`config.mk`:
```
export PLATFORM = sky130hd
export DESIGN_NAME = rv32i_control_and_immediate_decode_core
export DESIGN_NICKNAME = d
export VERILOG_FILES = /design/src/sv/rvdec_pkg.sv /design/src/sv/rv32i_control_and_immediate_decode_core.sv
export VERILOG_INCLUDE_DIRS = /design/src /design/src/sv
export SDC_FILE = /design/constraint.sdc
export NUM_CORES = 1
export LEC_CHECK = 0
export ABC_AREA = 1
export BUFFER_PORTS_ARGS = -buffer_cell sky130_fd_sc_hd__buf_4
export CAP_MARGIN = 20
export CORE_MARGIN = 4
export CORE_UTILIZATION = 35
export CTS_CLUSTER_SIZE = 12
export DETAILED_ROUTE_END_ITERATION = 10
export PLACE_DENSITY = 0.59
export SETUP_SLACK_MARGIN = 0.05
export SYNTH_ARGS = -nofsm -noshare
export SYNTH_HDL_FRONTEND = slang
export SYNTH_SLANG_ARGS = --single-unit
export TNS_END_PERCENT = 1
```
`constraint.sdc`:
```
create_clock -name clk -period 2.3 [get_ports clk]
set_input_delay 0.115 -clock clk [delete_from_list [all_inputs] [get_ports clk]]
set_output_delay 0.115 -clock clk [all_outputs]
set_load 0.1 [all_outputs]
```
`src/sv/assert_macros.svh`:
```
// Assertion macros used by the decode core RTL.
`ifndef ASSERT_MACROS_SVH
`define ASSERT_MACROS_SVH

// Same-cycle implication, disabled while reset is held.
`define ASSERT_SAME(lbl, clk, rst_n, ante, cons, msg) \
  lbl: assert property (@(posedge clk) disable iff (!rst_n) (ante) |-> (cons)) else $error(msg);

// Next-cycle implication, disabled while reset is held.
`define ASSERT_NEXT(lbl, clk, rst_n, ante, cons, msg) \
  lbl: assert property (@(posedge clk) disable iff (!rst_n) (ante) |=> (cons)) else $error(msg);

`endif

```
`src/sv/rvdec_pkg.sv`:
```
// Opcode and ALU codes, decoded control type and decode function.
package rvdec_pkg;

  localparam logic [6:0] OPC_JAL    = 7'd111;
  localparam logic [6:0] OPC_JALR   = 7'd103;
  localparam logic [6:0] OPC_BRANCH = 7'd99;
  localparam logic [6:0] OPC_STORE  = 7'd35;
  localparam logic [6:0] OPC_OP     = 7'd51;
  localparam logic [6:0] OPC_OPIMM  = 7'd19;
  localparam logic [6:0] OPC_LOAD   = 7'd3;

  localparam logic [2:0] F3_ADD = 3'd0;
  localparam logic [2:0] F3_SLL = 3'd1;
  localparam logic [2:0] F3_SR  = 3'd5;

  localparam logic [3:0] ALU_ADD = 4'd0;
  localparam logic [3:0] ALU_SRL = 4'd5;
  localparam logic [3:0] ALU_SUB = 4'd8;
  localparam logic [3:0] ALU_SRA = 4'd9;

  localparam logic [6:0] SHIFT_IMM_UPPER = 7'd5;

  typedef struct packed {
    logic        jump;
    logic        pc_relative_select;
    logic        reg_write_next;
    logic        branch_flag;
    logic [3:0]  alu_operation;
    logic        alu_uses_immediate;
    logic        store_flag;
    logic        load_flag;
    logic        shift_immediate;
    logic [11:0] immediate;
    logic        reg_write_current;
  } ctrl_t;

  function automatic logic [3:0] alu_for_arith(input logic [2:0] f3, input logic alt,
                                               input logic is_reg);
    logic [3:0] op;
    if (f3 == F3_ADD && is_reg) begin
      op = alt ? ALU_SUB : ALU_ADD;
    end else if (f3 == F3_SR) begin
      op = alt ? ALU_SRA : ALU_SRL;
    end else begin
      op = {1'b0, f3};
    end
    return op;
  endfunction

  function automatic ctrl_t decode(input logic [6:0] opc, input logic [2:0] f3,
                                   input logic [6:0] f7, input logic [4:0] rs2,
                                   input logic [4:0] rd, input logic clr);
    ctrl_t c;
    logic [11:0] imm_i;
    logic [11:0] imm_j;
    logic [11:0] imm_s;
    logic [11:0] imm_b;
    logic [11:0] imm_sh;
    imm_i  = {f7, rs2};
    imm_j  = {f3[0], rs2[0], f7[5:0], rs2[4:1]};
    imm_s  = {f7, rd};
    imm_b  = {f7[6], rd[0], f7[5:0], rd[4:1]};
    imm_sh = {SHIFT_IMM_UPPER, rs2};
    c = '0;
    c.immediate = imm_i;
    case (opc)
      OPC_JAL: begin
        c.jump = 1'b1;
        c.pc_relative_select = 1'b1;
        c.immediate = imm_j;
      end
      OPC_JALR: begin
        c.jump = 1'b1;
      end
      OPC_BRANCH: begin
        c.pc_relative_select = 1'b1;
        c.branch_flag = 1'b1;
        c.alu_operation = ALU_SUB;
        c.immediate = imm_b;
      end
      OPC_LOAD: begin
        c.reg_write_next = 1'b1;
        c.load_flag = 1'b1;
      end
      OPC_STORE: begin
        // store also raises the branch flag
        c.branch_flag = 1'b1;
        c.store_flag = 1'b1;
        c.immediate = imm_s;
      end
      OPC_OP: begin
        c.reg_write_next = 1'b1;
        c.alu_operation = alu_for_arith(f3, f7[6], 1'b1);
      end
      OPC_OPIMM: begin
        c.reg_write_next = 1'b1;
        c.alu_uses_immediate = 1'b1;
        c.shift_immediate = 1'b1;
        c.alu_operation = alu_for_arith(f3, f7[6], 1'b0);
        if (f3 == F3_SLL || f3 == F3_SR) begin
          c.immediate = imm_sh;
        end
      end
      default: begin
      end
    endcase
    if (clr) begin
      c = '0;
    end
    // current-stage write ignores clear
    c.reg_write_current = (opc == OPC_JAL) || (opc == OPC_JALR);
    return c;
  endfunction

endpackage

```
`src/sv/rv32i_control_and_immediate_decode_core.sv`:
```
// RV32I control and immediate decoder: input register, decode, result register.
//
// Input channel (in_*): one instruction's opcode, funct3, funct7, rs2 and rd
// fields plus a clear bit. An item is taken on a rising edge with in_valid
// high and in_stall low.
// Result channel (out_*): control flags, ALU operation code and the selected
// 12-bit immediate; taken on an edge with out_valid high and out_stall low.
// The input register and then the result register lie between an item taken
// on in_* and its appearance on out_*.
// Throughput: one item per cycle while out_stall is low; the decode between
// the two registers is a single pass of opcode compares and immediate muxing.
// Reset (rst_n low, synchronous) empties both registers.
// When out_stall holds, the result register keeps its item and the input
// register may still take one more; in_stall rises only when both are full
// and the result side is stalled.
`include "assert_macros.svh"

module rv32i_control_and_immediate_decode_core (
  input  logic        clk,
  input  logic        rst_n,
  input  logic        in_valid,
  output logic        in_stall,
  input  logic [6:0]  in_opcode,
  input  logic [2:0]  in_funct_three,
  input  logic [6:0]  in_funct_seven,
  input  logic [4:0]  in_rs2_field,
  input  logic [4:0]  in_rd_field,
  input  logic        in_clear,
  output logic        out_valid,
  input  logic        out_stall,
  output logic        out_jump,
  output logic        out_pc_relative_select,
  output logic        out_reg_write_next,
  output logic        out_branch_flag,
  output logic [3:0]  out_alu_operation,
  output logic        out_alu_uses_immediate,
  output logic        out_store_flag,
  output logic        out_load_flag,
  output logic        out_shift_immediate,
  output logic [11:0] out_immediate,
  output logic        out_reg_write_current
);
  import rvdec_pkg::*;

  logic       s1_valid_r, s1_valid_nxt;
  logic [6:0] opc_r;
  logic [2:0] f3_r;
  logic [6:0] f7_r;
  logic [4:0] rs2_r;
  logic [4:0] rd_r;
  logic       clr_r;
  logic       s2_valid_r, s2_valid_nxt;
  ctrl_t      ctrl_r;
  ctrl_t      ctrl_nxt;
  logic       s2_load;
  logic       s1_load;

  assign s2_load  = !s2_valid_r || !out_stall;
  assign s1_load  = !s1_valid_r || s2_load;
  assign in_stall = !s1_load;

  assign ctrl_nxt = decode(opc_r, f3_r, f7_r, rs2_r, rd_r, clr_r);

  always_comb begin
    s1_valid_nxt = s1_load ? in_valid : s1_valid_r;
    s2_valid_nxt = s2_load ? s1_valid_r : s2_valid_r;
  end

  always_ff @(posedge clk) begin
    if (!rst_n) begin
      s1_valid_r <= 1'b0;
      s2_valid_r <= 1'b0;
    end else begin
      s1_valid_r <= s1_valid_nxt;
      s2_valid_r <= s2_valid_nxt;
    end
  end

  always_ff @(posedge clk) begin
    if (s1_load && in_valid) begin
      opc_r <= in_opcode;
      f3_r  <= in_funct_three;
      f7_r  <= in_funct_seven;
      rs2_r <= in_rs2_field;
      rd_r  <= in_rd_field;
      clr_r <= in_clear;
    end
    if (s2_load && s1_valid_r) begin
      ctrl_r <= ctrl_nxt;
    end
  end

  assign out_valid              = s2_valid_r;
  assign out_jump               = ctrl_r.jump;
  assign out_pc_relative_select = ctrl_r.pc_relative_select;
  assign out_reg_write_next     = ctrl_r.reg_write_next;
  assign out_branch_flag        = ctrl_r.branch_flag;
  assign out_alu_operation      = ctrl_r.alu_operation;
  assign out_alu_uses_immediate = ctrl_r.alu_uses_immediate;
  assign out_store_flag         = ctrl_r.store_flag;
  assign out_load_flag          = ctrl_r.load_flag;
  assign out_shift_immediate    = ctrl_r.shift_immediate;
  assign out_immediate          = ctrl_r.immediate;
  assign out_reg_write_current  = ctrl_r.reg_write_current;

  `ASSERT_SAME(a_stall_only_when_full, clk, rst_n, in_stall, s1_valid_r && s2_valid_r && out_stall, "input stalled while a register is free")
  `ASSERT_NEXT(a_s1_drains, clk, rst_n, s1_valid_r && s2_load, out_valid, "input register item not moved to result")
  `ASSERT_SAME(a_store_sets_branch, clk, rst_n, out_valid && out_store_flag, out_branch_flag, "store without branch flag")
  `ASSERT_SAME(a_jump_writes, clk, rst_n, out_valid && out_jump, out_reg_write_current, "jump without current-stage write")

endmodule
```
==> Word level (Yosys, flattened, before mapping) <==
Index checks and enable logic that the tools add are counted.
{ "classes": {"n_eq_ne": 9, "mux": 14, "n_reduce_logical": 15} }
{ "op_table": {"columns": ["operator", "n"], "rows": [
  ["$pmux W12 S4", 1],
  ["$eq A7 B7 Y1 const B", 3],
  ["$mux W4", 4],
  ["$eq A7 B6 Y1 const B", 2],
  ["$mux W12", 1],
  ["$pmux W4 S3", 1],
  ["$eq A7 B2 Y1 const B", 1],
  ["$eq A7 B5 Y1 const B", 1],
  ["$mux W1", 7],
  ["$reduce_or A2 Y1", 3],
  ["$logic_not A1 Y1", 4],
  ["$logic_or A1 B1 Y1", 4],
  ["$eq A3 B1 Y1 const B", 1],
  ["$eq A3 B3 Y1 const B", 1],
  ["$logic_not A3 Y1", 1],
  ["$reduce_or A3 Y1", 1],
  ["$logic_and A1 B1 Y1", 2]
]} }
{ "word_totals": {"ff_bits": 54, "output_inout_bits": 27} }

==> Depth between registers and ports, before layout <==
Gate-level depths: netlist (run 1).
{ "logic_depth": {"ltp_word": 4, "mapped_depth": 9} }

==> Least setup slack after synthesis (run 1) <==
OpenSTA, ideal clock, no wires.
{ "synth_timing": {"path_kind": "register -> register", "start": "register s2_valid_r (netlist: out_valid)", "end": "register clr_r, enable pin", "arrival_time_ns": 3.036, "required_ns": 1.921, "slack_ns": -1.115, "path_stages_with_launch": 6, "n_path_buf": 0, "synth_period_minus_slack_ns": 3.415, "cell_sequence": "dfxtp_1 nand2_1 nor2_1 inv_1 nand2_1 inv_1"} }
{ "synth_via": {"elab_chain_len": 4} }
{ "synth_rtl": {"columns": ["element", "line", "rtl"], "rows": [
  ["start: declaration", "rv32i_control_and_immediate_decode_core.sv:52", "logic s2_valid_r, s2_valid_nxt;"],
  ["start signal: assignment", "rv32i_control_and_immediate_decode_core.sv:75", "s2_valid_r <= s2_valid_nxt;"],
  ["$logic_not A1 Y1", "rv32i_control_and_immediate_decode_core.sv:58", "assign s2_load = !s2_valid_r || !out_stall;"],
  ["$logic_or A1 B1 Y1", "rv32i_control_and_immediate_decode_core.sv:58", null],
  ["$logic_or A1 B1 Y1", "rv32i_control_and_immediate_decode_core.sv:59", "assign s1_load = !s1_valid_r || s2_load;"],
  ["$logic_and A1 B1 Y1", "rv32i_control_and_immediate_decode_core.sv:80", "if (s1_load && in_valid) begin"],
  ["end signal: assignment", "rv32i_control_and_immediate_decode_core.sv:86", "clr_r <= in_clear;"],
  ["end: declaration", "rv32i_control_and_immediate_decode_core.sv:51", "logic clr_r;"]
]} }
No other way between the ends.
A chain may end at the register's enable or synchronous reset.

==> Final worst setup path (run 1) <==
{ "layout_timing": {"start": "register opc_r[2]", "end": "register ctrl_r (netlist bit out_immediate[9]) (data pin)"} }
{ "layout_via": {"elab_chain_len": 2} }
{ "layout_rtl": {"columns": ["element", "line", "rtl"], "rows": [
  ["start: declaration", "rv32i_control_and_immediate_decode_core.sv:46", "logic [6:0] opc_r;"],
  ["start signal: assignment", "rv32i_control_and_immediate_decode_core.sv:81", "opc_r <= in_opcode;"],
  ["$eq A7 B5 Y1 (tied with other cells)", "rvdec_pkg.sv:66", "case (opc)"],
  ["$pmux W12 S4 *", "rvdec_pkg.sv:66", null],
  ["end signal: assignment", "rv32i_control_and_immediate_decode_core.sv:89", "ctrl_r <= ctrl_nxt;"],
  ["end: declaration", "rv32i_control_and_immediate_decode_core.sv:53", "ctrl_t ctrl_r;"]
]} }
Mark *: on every way between the ends. The rest lies on a longest branch, timed or not.

==> results of run 1 <==
-- state kept, by name (all words and copies together), names as in the netlist, 3 cells and up --
name / count
out_immediate: 12
f7_r: 7
opc_r: 7
rd_r: 5
rs2_r: 5
out_alu_operation: 4
f3_r: 3
-- routing by layer --
layer	share of wire, %	track usage, %	vias up
met1	41	14.7	821
met3	6.5	3.67	6
met4	1.2	3.70	0
met5	0	0	-
met2	52	22.5	53
li1	-	-	886
-- worst max-delay path, cell delays in order (launching register included) --
cell and delay (ns):
edfxtp_1 0.43, inv_1 0.08, nand2_1 0.08, nor2_4 0.35, nand2_4 0.11, nand2_4 0.11, inv_2 0.09, nand2_1 0.10
o21ai_0 0.08
-- repair_timing --
item | 4_1_cts | 5_1_grt
hold buffers | 28 | 0
setup buffers | 0 | 0
endpoints found under the hold margin | 28 | 0
-- final cells by class --
| class | instances | area [um2] | area share (%) |
|---|---|---|---|
| sequential | 54 | 1610 | 49.0 |
| timing repair buffer | 89 | 738 | 22.5 |
| multi-input combinational | 126 | 647 | 19.7 |
| tap | 77 | 96.3 | 2.94 |
| inverter | 22 | 82.6 | 2.52 |
| clock buffer | 7 | 76.3 | 2.33 |
| clock inverter | 1 | 30.0 | 0.917 |
-- worst min path at each step --
stage / from / end / slack, ns / depth (start not counted)
floorplan: in_clear / clr_r / 0.21 / 0
global placement: in_opcode[1] / opc_r[1] / 0.29 / 1
detailed placement: in_opcode[1] / opc_r[1] / 0.29 / 1
CTS: rst_n / out_valid / 0.05 / 3
global route: rst_n / out_valid / 0.06 / 3
finish: rst_n / out_valid / 0.06 / 3
-- cell usage in the layout (no fill, tap or decap), types with 3 or more instances in the layout --
master / netlist / routed
nor2_4: 2 / 3
o21ai_0: 3 / 3
a21oi_1: 7 / 6
edfxtp_1: 52 / 52
inv_2: 4 / 4
buf_4: 1 / 61
inv_1: 18 / 18
a21oi_2: 4 / 5
nand3_1: 33 / 33
nor2_1: 25 / 24
nand2_1: 36 / 36
clkbuf_8: 0 / 5
nand2_2: 3 / 3
dlygate4sd3_1: 0 / 28
-- Yosys cell counts, drive strengths merged --
master,number
a21oi,11
buf,4
dfxtp,2
edfxtp,52
inv,22
nand2,41
nand3,35
nand3b,1
nor2,29
nor3,2
o21ai,6
o22ai,1
-- power by group through the flow --
stage	Clock (mW)	Combinational (mW)	Sequential [mW]
after floorplan	0	0.0802	1.29
final	0.611	0.322	1.16
after global routing	0.669	0.344	1.16
after global placement	0	0.282	1.18
after CTS	0.620	0.323	1.16
after detailed placement	0	0.284	1.18
-- cells by family (layout without fill, tap and decap cells) --
| group | Yosys count | count (layout) |
|---|---|---|
| AO/OA/AOI/OAI | 18 | 18 |
| flip-flops | 54 | 54 |
| AND/OR/NAND/NOR | 108 | 108 |
| buffers and inverters | 26 | 119 |
==> flow_metrics.py, run 1 <==
metrics = {
    "sta": {
        "fin_crit_ns": 1.68,
        "worst_slack_ns": 0.623,
        "slew_viol_final": 0,
        "rsz0062_at_grt": "no",
        "worstMarginPinSlew_ns": 0.502,
        "finalHoldViolations": 0,
        "finalCritPeriodShare_pct": 72.9,
        "timing.fmax_mhz": 596,
        "relSlewSlack_pct": 66.4,
        "worst_hold_slack_ns": 0.0552,
        "setup_tns_ns": 0,
        "setup_viol": 0,
        "finClkSkew_ns": 0.00786,
    },
    "setup_path": {
        "rr_endpoint": "out_immediate[9]",
        "critical_path.max_fanout": 19,
        "reg2regPathDepth": 8,
        "required_ns": 2.35,
        "r2r-start": "opc_r[2]",
        "startpoint": "opc_r[2]",
        "startpoint_type": "register",
        "worstPathArrival_ns": 1.73,
        "worstSetupEndpointType": "register",
        "rrSetupSlack_ns": 0.62,
        "endpoint": "out_immediate[9]",
        "crit_type": "reg -> reg",
    },
    "synth": {
        "yosysWarnings": 0,
        "synth.area.mux_share_pct": 0,
        "syn_area_per_cell_um2": 11.4,
        "synth_cell_types": 24,
        "synthAdderAreaFrac_pct": 0,
        "yosys-top-cells-area": "edfxtp_1 66%, nand3_1 7.0%, nand2_1 5.7%",
        "synth_compound_area_share_pct": 4.84,
        "synth_fp_nets": 238,
        "synth_top_cell_area_share_pct": 66.3,
        "synth_xor_xnor_area_share_pct": 0,
        "synthCells": 206,
        "ys_ff_latch": 54,
        "synth-simple-area-share_pct": 22.2,
        "synth_seq_area_share_pct": 68.0,
        "yosysTopAreaCell": "edfxtp_1",
        "synth_top_family_by_area": "simple AND/OR/NAND/NOR gates",
        "syn_area_mm2": 0.00235,
    },
    "clocking": {
        "clk_pin_slew_ns": 0.09,
        "clock-sinks": 54,
        "cts_tree": "yes",
        "cts_resized": 0,
        "clk_path_buf_depth": 2,
        "clk_latency_ns": 0.30,
        "root_buffer": "clkbuf_8",
        "htree_num_levels": 2,
        "numCtsBuffers": 5,
    },
    "run_status": {
        "status": "finished, final reports clean",
    },
    "floorplan": {
        "fp.dieArea_mm2": 0.00810,
        "initial_utilization_pct": 36.6,
        "rows": 29,
        "pin_count": 59,
        "die_h_um": 90,
        "core_mm2": 0.00642,
        "die_w_um": 90,
    },
    "grt": {
        "track_usage_pct": 12.6,
        "grt_pass1_wl_mm": 8.38,
        "first_global_vias": 1801,
        "antenna_found_initial": 0,
        "gr-total-overflow": 0,
        "grt_max_degree": 29,
    },
    "layout": {
        "layout.cells.non_filler": 376,
        "nets": 330,
        "area_growth_pct": 39.2,
        "stdcell_area_mm2": 0.00328,
        "final_util_pct": 51.0,
        "drive_gt1_share_pct": 30.4,
        "diodes": 0,
        "nFillCells": 588,
    },
    "pwr": {
        "pwr-share-seq_pct": 55.4,
        "switching_share_pct": 25.1,
        "total_power_mw": 2.09,
        "vdd_ir_drop_max_mv": 0.290,
        "powerDensity_mw_per_mm2": 638,
        "power_switching_uw": 524,
        "internal-power_mw": 1.57,
        "power_frac_clock_pct": 29.2,
        "combPwrFrac_pct": 15.4,
        "leakage_nw": 1.40,
    },
    "place": {
        "port_buffers": 58,
        "post_dp_cell_area_mm2": 0.00289,
        "gp_congestion": 0.801,
        "dp_hpwl_mm": 3.31,
        "post-place-ws_ns": 0.637,
        "dp.cells": 340,
    },
    "drt": {
        "vias": 1766,
        "vias_per_cell": 4.70,
        "drtPass1Iterations": 4,
        "postRouteAntennaNets": 0,
        "drc": 0,
        "routed_wl_mm": 4.79,
        "wire_per_inst_um": 12.7,
        "drt_first_iter_violations": 99,
    },
    "run": {
        "cap_violations": 0,
    },
    "min_path": {
        "worstHoldPathType": "in -> reg",
    },
}
No activity file was read; power rests on OpenSTA's default activity.
==> run 2: changes to the inputs <==
--- a/config.mk
+++ b/config.mk
@@ -6,14 +6,14 @@
 export SDC_FILE = /design/constraint.sdc
 export NUM_CORES = 1
 export LEC_CHECK = 0
-export ABC_AREA = 1
+export ABC_AREA = 0
 export BUFFER_PORTS_ARGS = -buffer_cell sky130_fd_sc_hd__buf_4
 export CAP_MARGIN = 20
 export CORE_MARGIN = 4
 export CORE_UTILIZATION = 35
 export CTS_CLUSTER_SIZE = 12
 export DETAILED_ROUTE_END_ITERATION = 10
-export PLACE_DENSITY = 0.59
+export PLACE_DENSITY = 0.62
 export SETUP_SLACK_MARGIN = 0.05
 export SYNTH_ARGS = -nofsm -noshare
 export SYNTH_HDL_FRONTEND = slang
==> constraint.sdc (replaced) <==
create_clock -name clk -period 1.4 [get_ports clk]
set_input_delay 0.07 -clock clk [delete_from_list [all_inputs] [get_ports clk]]
set_output_delay 0.07 -clock clk [all_outputs]
set_load 0.1 [all_outputs]
==> run 2 against run 1 <==
  * The flow now finishes with violations (setup timing)
  * Sequential share of layout area fell by 2.3 points
  * Setup slack got worse by 0.82 ns
  * Clock skew barely moved
  * Critical path type unchanged
  * Largest power group unchanged
==> flow_metrics.py, run 2 <==
metrics = {
    "pwr": {
        "combPwrFrac_pct": 19.9,
        "leakage_nw": 1.35,
        "power_switching_uw": 944,
        "powerDensity_mw_per_mm2": 1010,
        "internal-power_mw": 2.54,
        "pwr-share-seq_pct": 55.1,
        "power_frac_clock_pct": 25.0,
        "vdd_ir_drop_max_mv": 0.573,
        "switching_share_pct": 27.1,
    },
    "synth": {
        "syn_area_per_cell_um2": 16.1,
        "yosysWarnings": 0,
        "synth_common_cells": "52 x edfxtp_1, 10 x nand2_1, 10 x nor2_1, 5 x a22o_1",
        "synth_edf_count": 52,
        "synthCells": 136,
        "synth_cell_types": 42,
        "synthArstFlopShare_pct": 0,
        "yosysMostFrequentCell": "edfxtp_1",
        "synth_seq_area_share_pct": 73.1,
        "ys.flop_type": "edfxtp_1",
        "yosysTopAreaCell": "edfxtp_1",
        "ys_ff_latch": 54,
        "syn_area_mm2": 0.00219,
        "synth_top_cell_area_share_pct": 71.3,
        "synth_fp_nets": 168,
        "yosys-top-cells-area": "edfxtp_1 71%, a22o_1 2.0%, a222oi_1 1.8%",
    },
    "sta": {
        "finClkSkew_ns": 0.00762,
        "worst_slack_ns": -0.198,
        "worstMarginPinSlew_ns": 0.332,
        "timing.fmax_mhz": 626,
        "slew_viol_final": 0,
        "setup_viol": 19,
        "relSlewSlack_pct": 77.9,
        "fin_crit_ns": 1.60,
        "worst_hold_slack_ns": 0.0590,
        "finalCritPeriodShare_pct": 114,
        "finalHoldViolations": 0,
        "rsz0062_at_grt": "yes",
    },
    "floorplan": {
        "die_h_um": 87.1,
        "pin_count": 59,
        "core_mm2": 0.00599,
        "rows": 28,
        "die_w_um": 87.1,
        "initial_utilization_pct": 36.5,
        "fp.dieArea_mm2": 0.00759,
    },
    "drt": {
        "drtPass1Iterations": 6,
        "postRouteAntennaNets": 0,
        "wire_per_inst_um": 14.5,
        "vias": 1606,
        "drc": 0,
        "vias_per_cell": 4.82,
        "drt_first_iter_violations": 119,
        "routed_wl_mm": 4.82,
    },
    "layout": {
        "drive_gt1_share_pct": 45.3,
        "nets": 289,
        "nFillCells": 460,
        "area_growth_pct": 57.0,
        "layout.cells.non_filler": 333,
        "diodes": 0,
        "mostFrequentLayoutCell": "buf_4",
        "largest_register_ffs": 12,
        "mostFrequentLayoutCells": "85 x buf_4, 52 x edfxtp_1, 30 x dlygate4sd3_1",
    },
    "run_status": {
        "violations": "setup timing",
        "status": "finished with violations",
    },
    "setup_path": {
        "startpoint_type": "register",
        "worstSetupEndpointType": "register",
        "worstPathArrival_ns": 1.73,
        "crit_type": "reg -> reg",
        "required_ns": 1.54,
        "critical_path.max_fanout": 3,
    },
    "clocking": {
        "root_buffer": "clkbuf_8",
        "cts_tree": "yes",
        "htree_num_levels": 2,
        "clk_pin_slew_ns": 0.08,
        "numCtsBuffers": 5,
        "clock-sinks": 54,
        "clk_latency_ns": 0.30,
        "clk_path_buf_depth": 2,
    },
    "grt": {
        "grt_max_degree": 29,
        "first_global_vias": 1691,
        "gr-total-overflow": 0,
        "grt_pass1_wl_mm": 8.18,
        "antenna_found_initial": 0,
        "track_usage_pct": 14.1,
    },
    "min_path": {
        "worstHoldPathType": "in -> reg",
    },
    "place": {
        "gp_congestion": 0.791,
        "dp.cells": 294,
        "post-place-ws_ns": -0.279,
        "dp_hpwl_mm": 3.22,
        "port_buffers": 58,
    },
    "run": {
        "cap_violations": 0,
    },
}
## run 2: cell count changes in the layout (fill, tap and decap cells not counted), moves of 4 or more
| cell | delta |
|---|---|
| a21oi_1 | -4 |
| a21oi_2 | -5 |
| a222oi_1 | +4 |
| a22o_1 | +5 |
| buf_4 | +24 |
| inv_1 | -14 |
| inv_2 | -4 |
| nand2_1 | -26 |
| nand3_1 | -32 |
| nor2_1 | -14 |
## run 2: area by class of cell
class / count / area (um2) / share of cell area (%)
Clock buffer: 8 / 90.1 / 2.62
Timing Repair Buffer: 119 / 1010 / 29.4
Tap cell: 75 / 93.8 / 2.73
Multi-Input combinational cell: 73 / 623 / 18.1
Sequential cell: 54 / 1610 / 46.7
Inverter: 4 / 15.0 / 0.437
## run 2: cells by family (layout without fill, tap and decap cells)
| kind of cell | count (synthesis) | in the layout | synth area share [%] |
|---|---|---|---|
| compound gates | 28 | 28 | 11.5 |
| buf+inv | 9 | 131 | 2.11 |
| flops | 54 | 54 | 73.1 |
| mux | 1 | 1 | 0.514 |
| simple gates | 44 | 44 | 12.7 |
## run 2: per-layer routing
layer	vias up	GRT usage, %	share of wire [%]
met2	50	24.5	54
li1	784	-	-
met1	765	16.5	39
met4	0	4.32	1.4
met3	7	4.64	5.5
met5	-	0	0
## run 2: path summary, 6_finish.rpt
path | startpoint | to | slack (ns) | cells after the start
max | opc_r[6] | out_alu_operation[3] | -0.20 | 5
min | out_stall | out_valid | 0.06 | 3
max reg2reg | opc_r[6] | out_alu_operation[3] | -0.20 | 5
min reg2reg | s1_valid_r | out_valid | 0.52 | 2
## run 2: stage by stage
step / utilization (%) / power, mW / setup TNS, ns / instance area (um2)
3_3_place_gp: 49.6 / 2.56 / -2.44 / 2970
5_1_grt: 57.4 / 3.65 / -4.07 / 3440
3_5_place_dp: 49.6 / 2.56 / -3.05 / 2970
4_1_cts: 56.8 / 3.49 / -2.05 / 3400
6_report: 57.4 / 3.48 / -2.17 / 3440
2_1_floorplan: - / 2.34 / -13.85 / 2210
## run 2: worst max-delay path, stage by stage, from the launching register on
cell,delay [ns]
edfxtp_1,0.44
buf_4,0.17
nor4b_4,0.28
a32o_1,0.20
o2bb2ai_1,0.13
nor3b_2,0.22
## run 2: timing repair
action | 4_1_cts | 5_1_grt
hold endpoints to repair | 29 | 0
hold buffers | 30 | 0
setup endpoints to repair | 20 | 22
setup buffers | 1 | 0
pin swaps | 5 | 2
gates resized for setup | 6 | 5
## run 2: power by group through the flow
stage                     Sequential, mW  Combinational, mW  Clock (mW)
after global placement              1.95              0.607           0
after detailed placement            1.95              0.612           0
after CTS                           1.91              0.685       0.893
after global routing                1.93              0.728       0.998
final                               1.92              0.692       0.870
after floorplan                     2.21              0.133           0
==> run 3: changes to the inputs <==
--- a/config.mk
+++ b/config.mk
@@ -10,10 +10,10 @@
 export BUFFER_PORTS_ARGS = -buffer_cell sky130_fd_sc_hd__buf_4
 export CAP_MARGIN = 20
 export CORE_MARGIN = 4
-export CORE_UTILIZATION = 35
+export CORE_UTILIZATION = 40
 export CTS_CLUSTER_SIZE = 12
 export DETAILED_ROUTE_END_ITERATION = 10
-export PLACE_DENSITY = 0.62
+export PLACE_DENSITY = 0.69
 export SETUP_SLACK_MARGIN = 0.05
 export SYNTH_ARGS = -nofsm -noshare
 export SYNTH_HDL_FRONTEND = slang
==> constraint.sdc (replaced) <==
create_clock -name clk -period 1.4 [get_ports clk]
set_input_delay 0.07 -clock clk [delete_from_list [all_inputs] [get_ports clk]]
set_output_delay 0.07 -clock clk [all_outputs]
set_load 0.01 [all_outputs]
==> run 3 against run 2 <==
  * The flow still finishes with violations (setup timing)
  * Setup slack worse by 0.020 ns
  * First-iteration DRC count is 13% higher
  * Via count is 1.6% lower
  * Clock power is 7.1% lower
  * Sequential share of layout area is 1.2 points higher
  * Routed wire length is 2.0% lower
==> flow_metrics.py, run 3 (synthesis gave the netlist of run 2 again) <==
metrics = {
    "setup_path": {
        "worstPathArrival_ns": 1.68,
        "startpoint_type": "register",
        "cpMaxStageDelayCell": "edfxtp_1",
        "path_delay_family": "simple AND/OR/NAND/NOR gates",
        "crit_type": "reg -> reg",
        "critical_path.max_fanout": 4,
        "required_ns": 1.46,
        "cpPeakStageDelay_ns": 0.45,
        "worstSetupEndpointType": "register",
        "crit_buf_inv": 0,
        "crit_chain": "nand4bb_1 -> or3_4 -> a32oi_1 -> nor2_1",
    },
    "pwr": {
        "vdd_ir_drop_max_mv": 0.647,
        "leakage_nw": 1.31,
        "powerDensity_mw_per_mm2": 939,
        "total_power_mw": 3.14,
    },
    "drt": {
        "wire_per_inst_um": 14.7,
        "vias": 1580,
        "vias_per_cell": 4.91,
        "drc": 0,
        "routed_wl_mm": 4.73,
        "postRouteAntennaNets": 0,
        "drt_first_iter_violations": 134,
        "drtPass1Iterations": 4,
    },
    "sta": {
        "relSlewSlack_pct": 80.0,
        "worst_hold_slack_ns": 0.00817,
        "setup_viol": 14,
        "worst_slack_ns": -0.219,
        "rsz0062_at_grt": "yes",
        "fin_crit_ns": 1.62,
        "worstMarginPinSlew_ns": 0.300,
        "finalCritPeriodShare_pct": 116,
        "finClkSkew_ns": 0.00379,
        "timing.fmax_mhz": 618,
        "slew_viol_final": 0,
        "finalHoldViolations": 0,
    },
    "run": {
        "cap_violations": 0,
    },
    "floorplan": {
        "rows": 26,
        "fp.dieArea_mm2": 0.00672,
        "pin_count": 59,
        "die_w_um": 82.0,
        "core_mm2": 0.00520,
        "initial_utilization_pct": 42.1,
        "die_h_um": 82.0,
    },
    "layout": {
        "stdcell_area_mm2": 0.00334,
        "drive_gt1_share_pct": 44.4,
        "multi_input_area_um2": 606,
        "layout.cells.non_filler": 322,
        "area_growth_pct": 52.7,
        "mostFrequentLayoutCells": "81 x buf_4, 52 x edfxtp_1, 29 x dlygate4sd3_1",
        "diodes": 0,
        "largest_register_ffs": 12,
        "mostFrequentLayoutCell": "buf_4",
        "nFillCells": 392,
        "seq_area_mm2": 0.00160,
        "nets": 283,
    },
    "clocking": {
        "htree_num_levels": 2,
        "clk_pin_slew_ns": 0.09,
        "cts_setup_buffers": 0,
        "root_buffer": "clkbuf_8",
        "clk_latency_ns": 0.30,
        "cts_tree": "yes",
        "clock-sinks": 54,
        "numCtsBuffers": 5,
        "clk_path_buf_depth": 2,
    },
    "place": {
        "dp_hpwl_mm": 3.42,
        "post_dp_cell_area_mm2": 0.00291,
        "port_buffers": 58,
        "gp_congestion": 0.858,
        "dp.cells": 285,
    },
    "grt": {
        "grt_pass1_wl_mm": 7.52,
        "first_global_vias": 1632,
        "grt_max_degree": 29,
        "track_usage_pct": 15.0,
        "antenna_found_initial": 0,
        "gr-total-overflow": 0,
    },
    "run_status": {
        "status": "finished with violations",
        "violations": "setup timing",
    },
    "min_path": {
        "worstHoldPathType": "in -> reg",
    },
}
-- run 3: through the flow --
| stage | setup TNS [ns] | util (%) | worst slack [ns] |
|---|---|---|---|
| final | -2.43 | 64.3 | -0.219 |
| after global routing | -3.85 | 64.3 | -0.325 |
| after CTS | -2.29 | 63.7 | -0.218 |
| after detailed placement | -2.68 | 56.0 | -0.279 |
| after global placement | -1.58 | 56.0 | -0.169 |
| after floorplan | -4.60 | - | -0.156 |
-- run 3: what timing repair did --
item,in CTS,in global routing
endpoints found under the setup margin,22,23
hold endpoints to repair,29,0
hold buffers,29,0
pin swaps,0,3
resized for setup,5,7
-- run 3: cell type report --
class | count | share of cell area (%)
flip-flops and latches | 54 | 47.9
multi-input cells | 73 | 18.1
clock inverters | 3 | 0.486
repair buffers | 113 | 28.4
clock buffers | 5 | 2.06
well taps | 70 | 2.62
inverters | 4 | 0.449
-- run 3: per-layer routing --
layer  part of all wire [%]  global-route usage, %
met5                      0                      0
met4                    1.6                   5.15
met3                    5.0                   3.40
met2                     53                   26.8
met1                     41                   17.6
-- run 3: power breakdown --
part           total [mW]  switching [mW]  internal (mW)  leakage, nW
Clock               0.808           0.465          0.343       0.0416
Sequential           1.92          0.0517           1.87        0.510
Combinational       0.415           0.166          0.248        0.756
-- run 3: path summary, 6_finish.rpt --
check                   from           endpoint  slack (ns)  cells past startpoint
setup / recovery    opc_r[6]  out_immediate[11]       -0.22                      4
hold / removal      in_valid         s1_valid_r       0.008                      2
hold reg to reg   s1_valid_r          out_valid        0.55                      2
setup reg to reg    opc_r[6]  out_immediate[11]       -0.22                      4
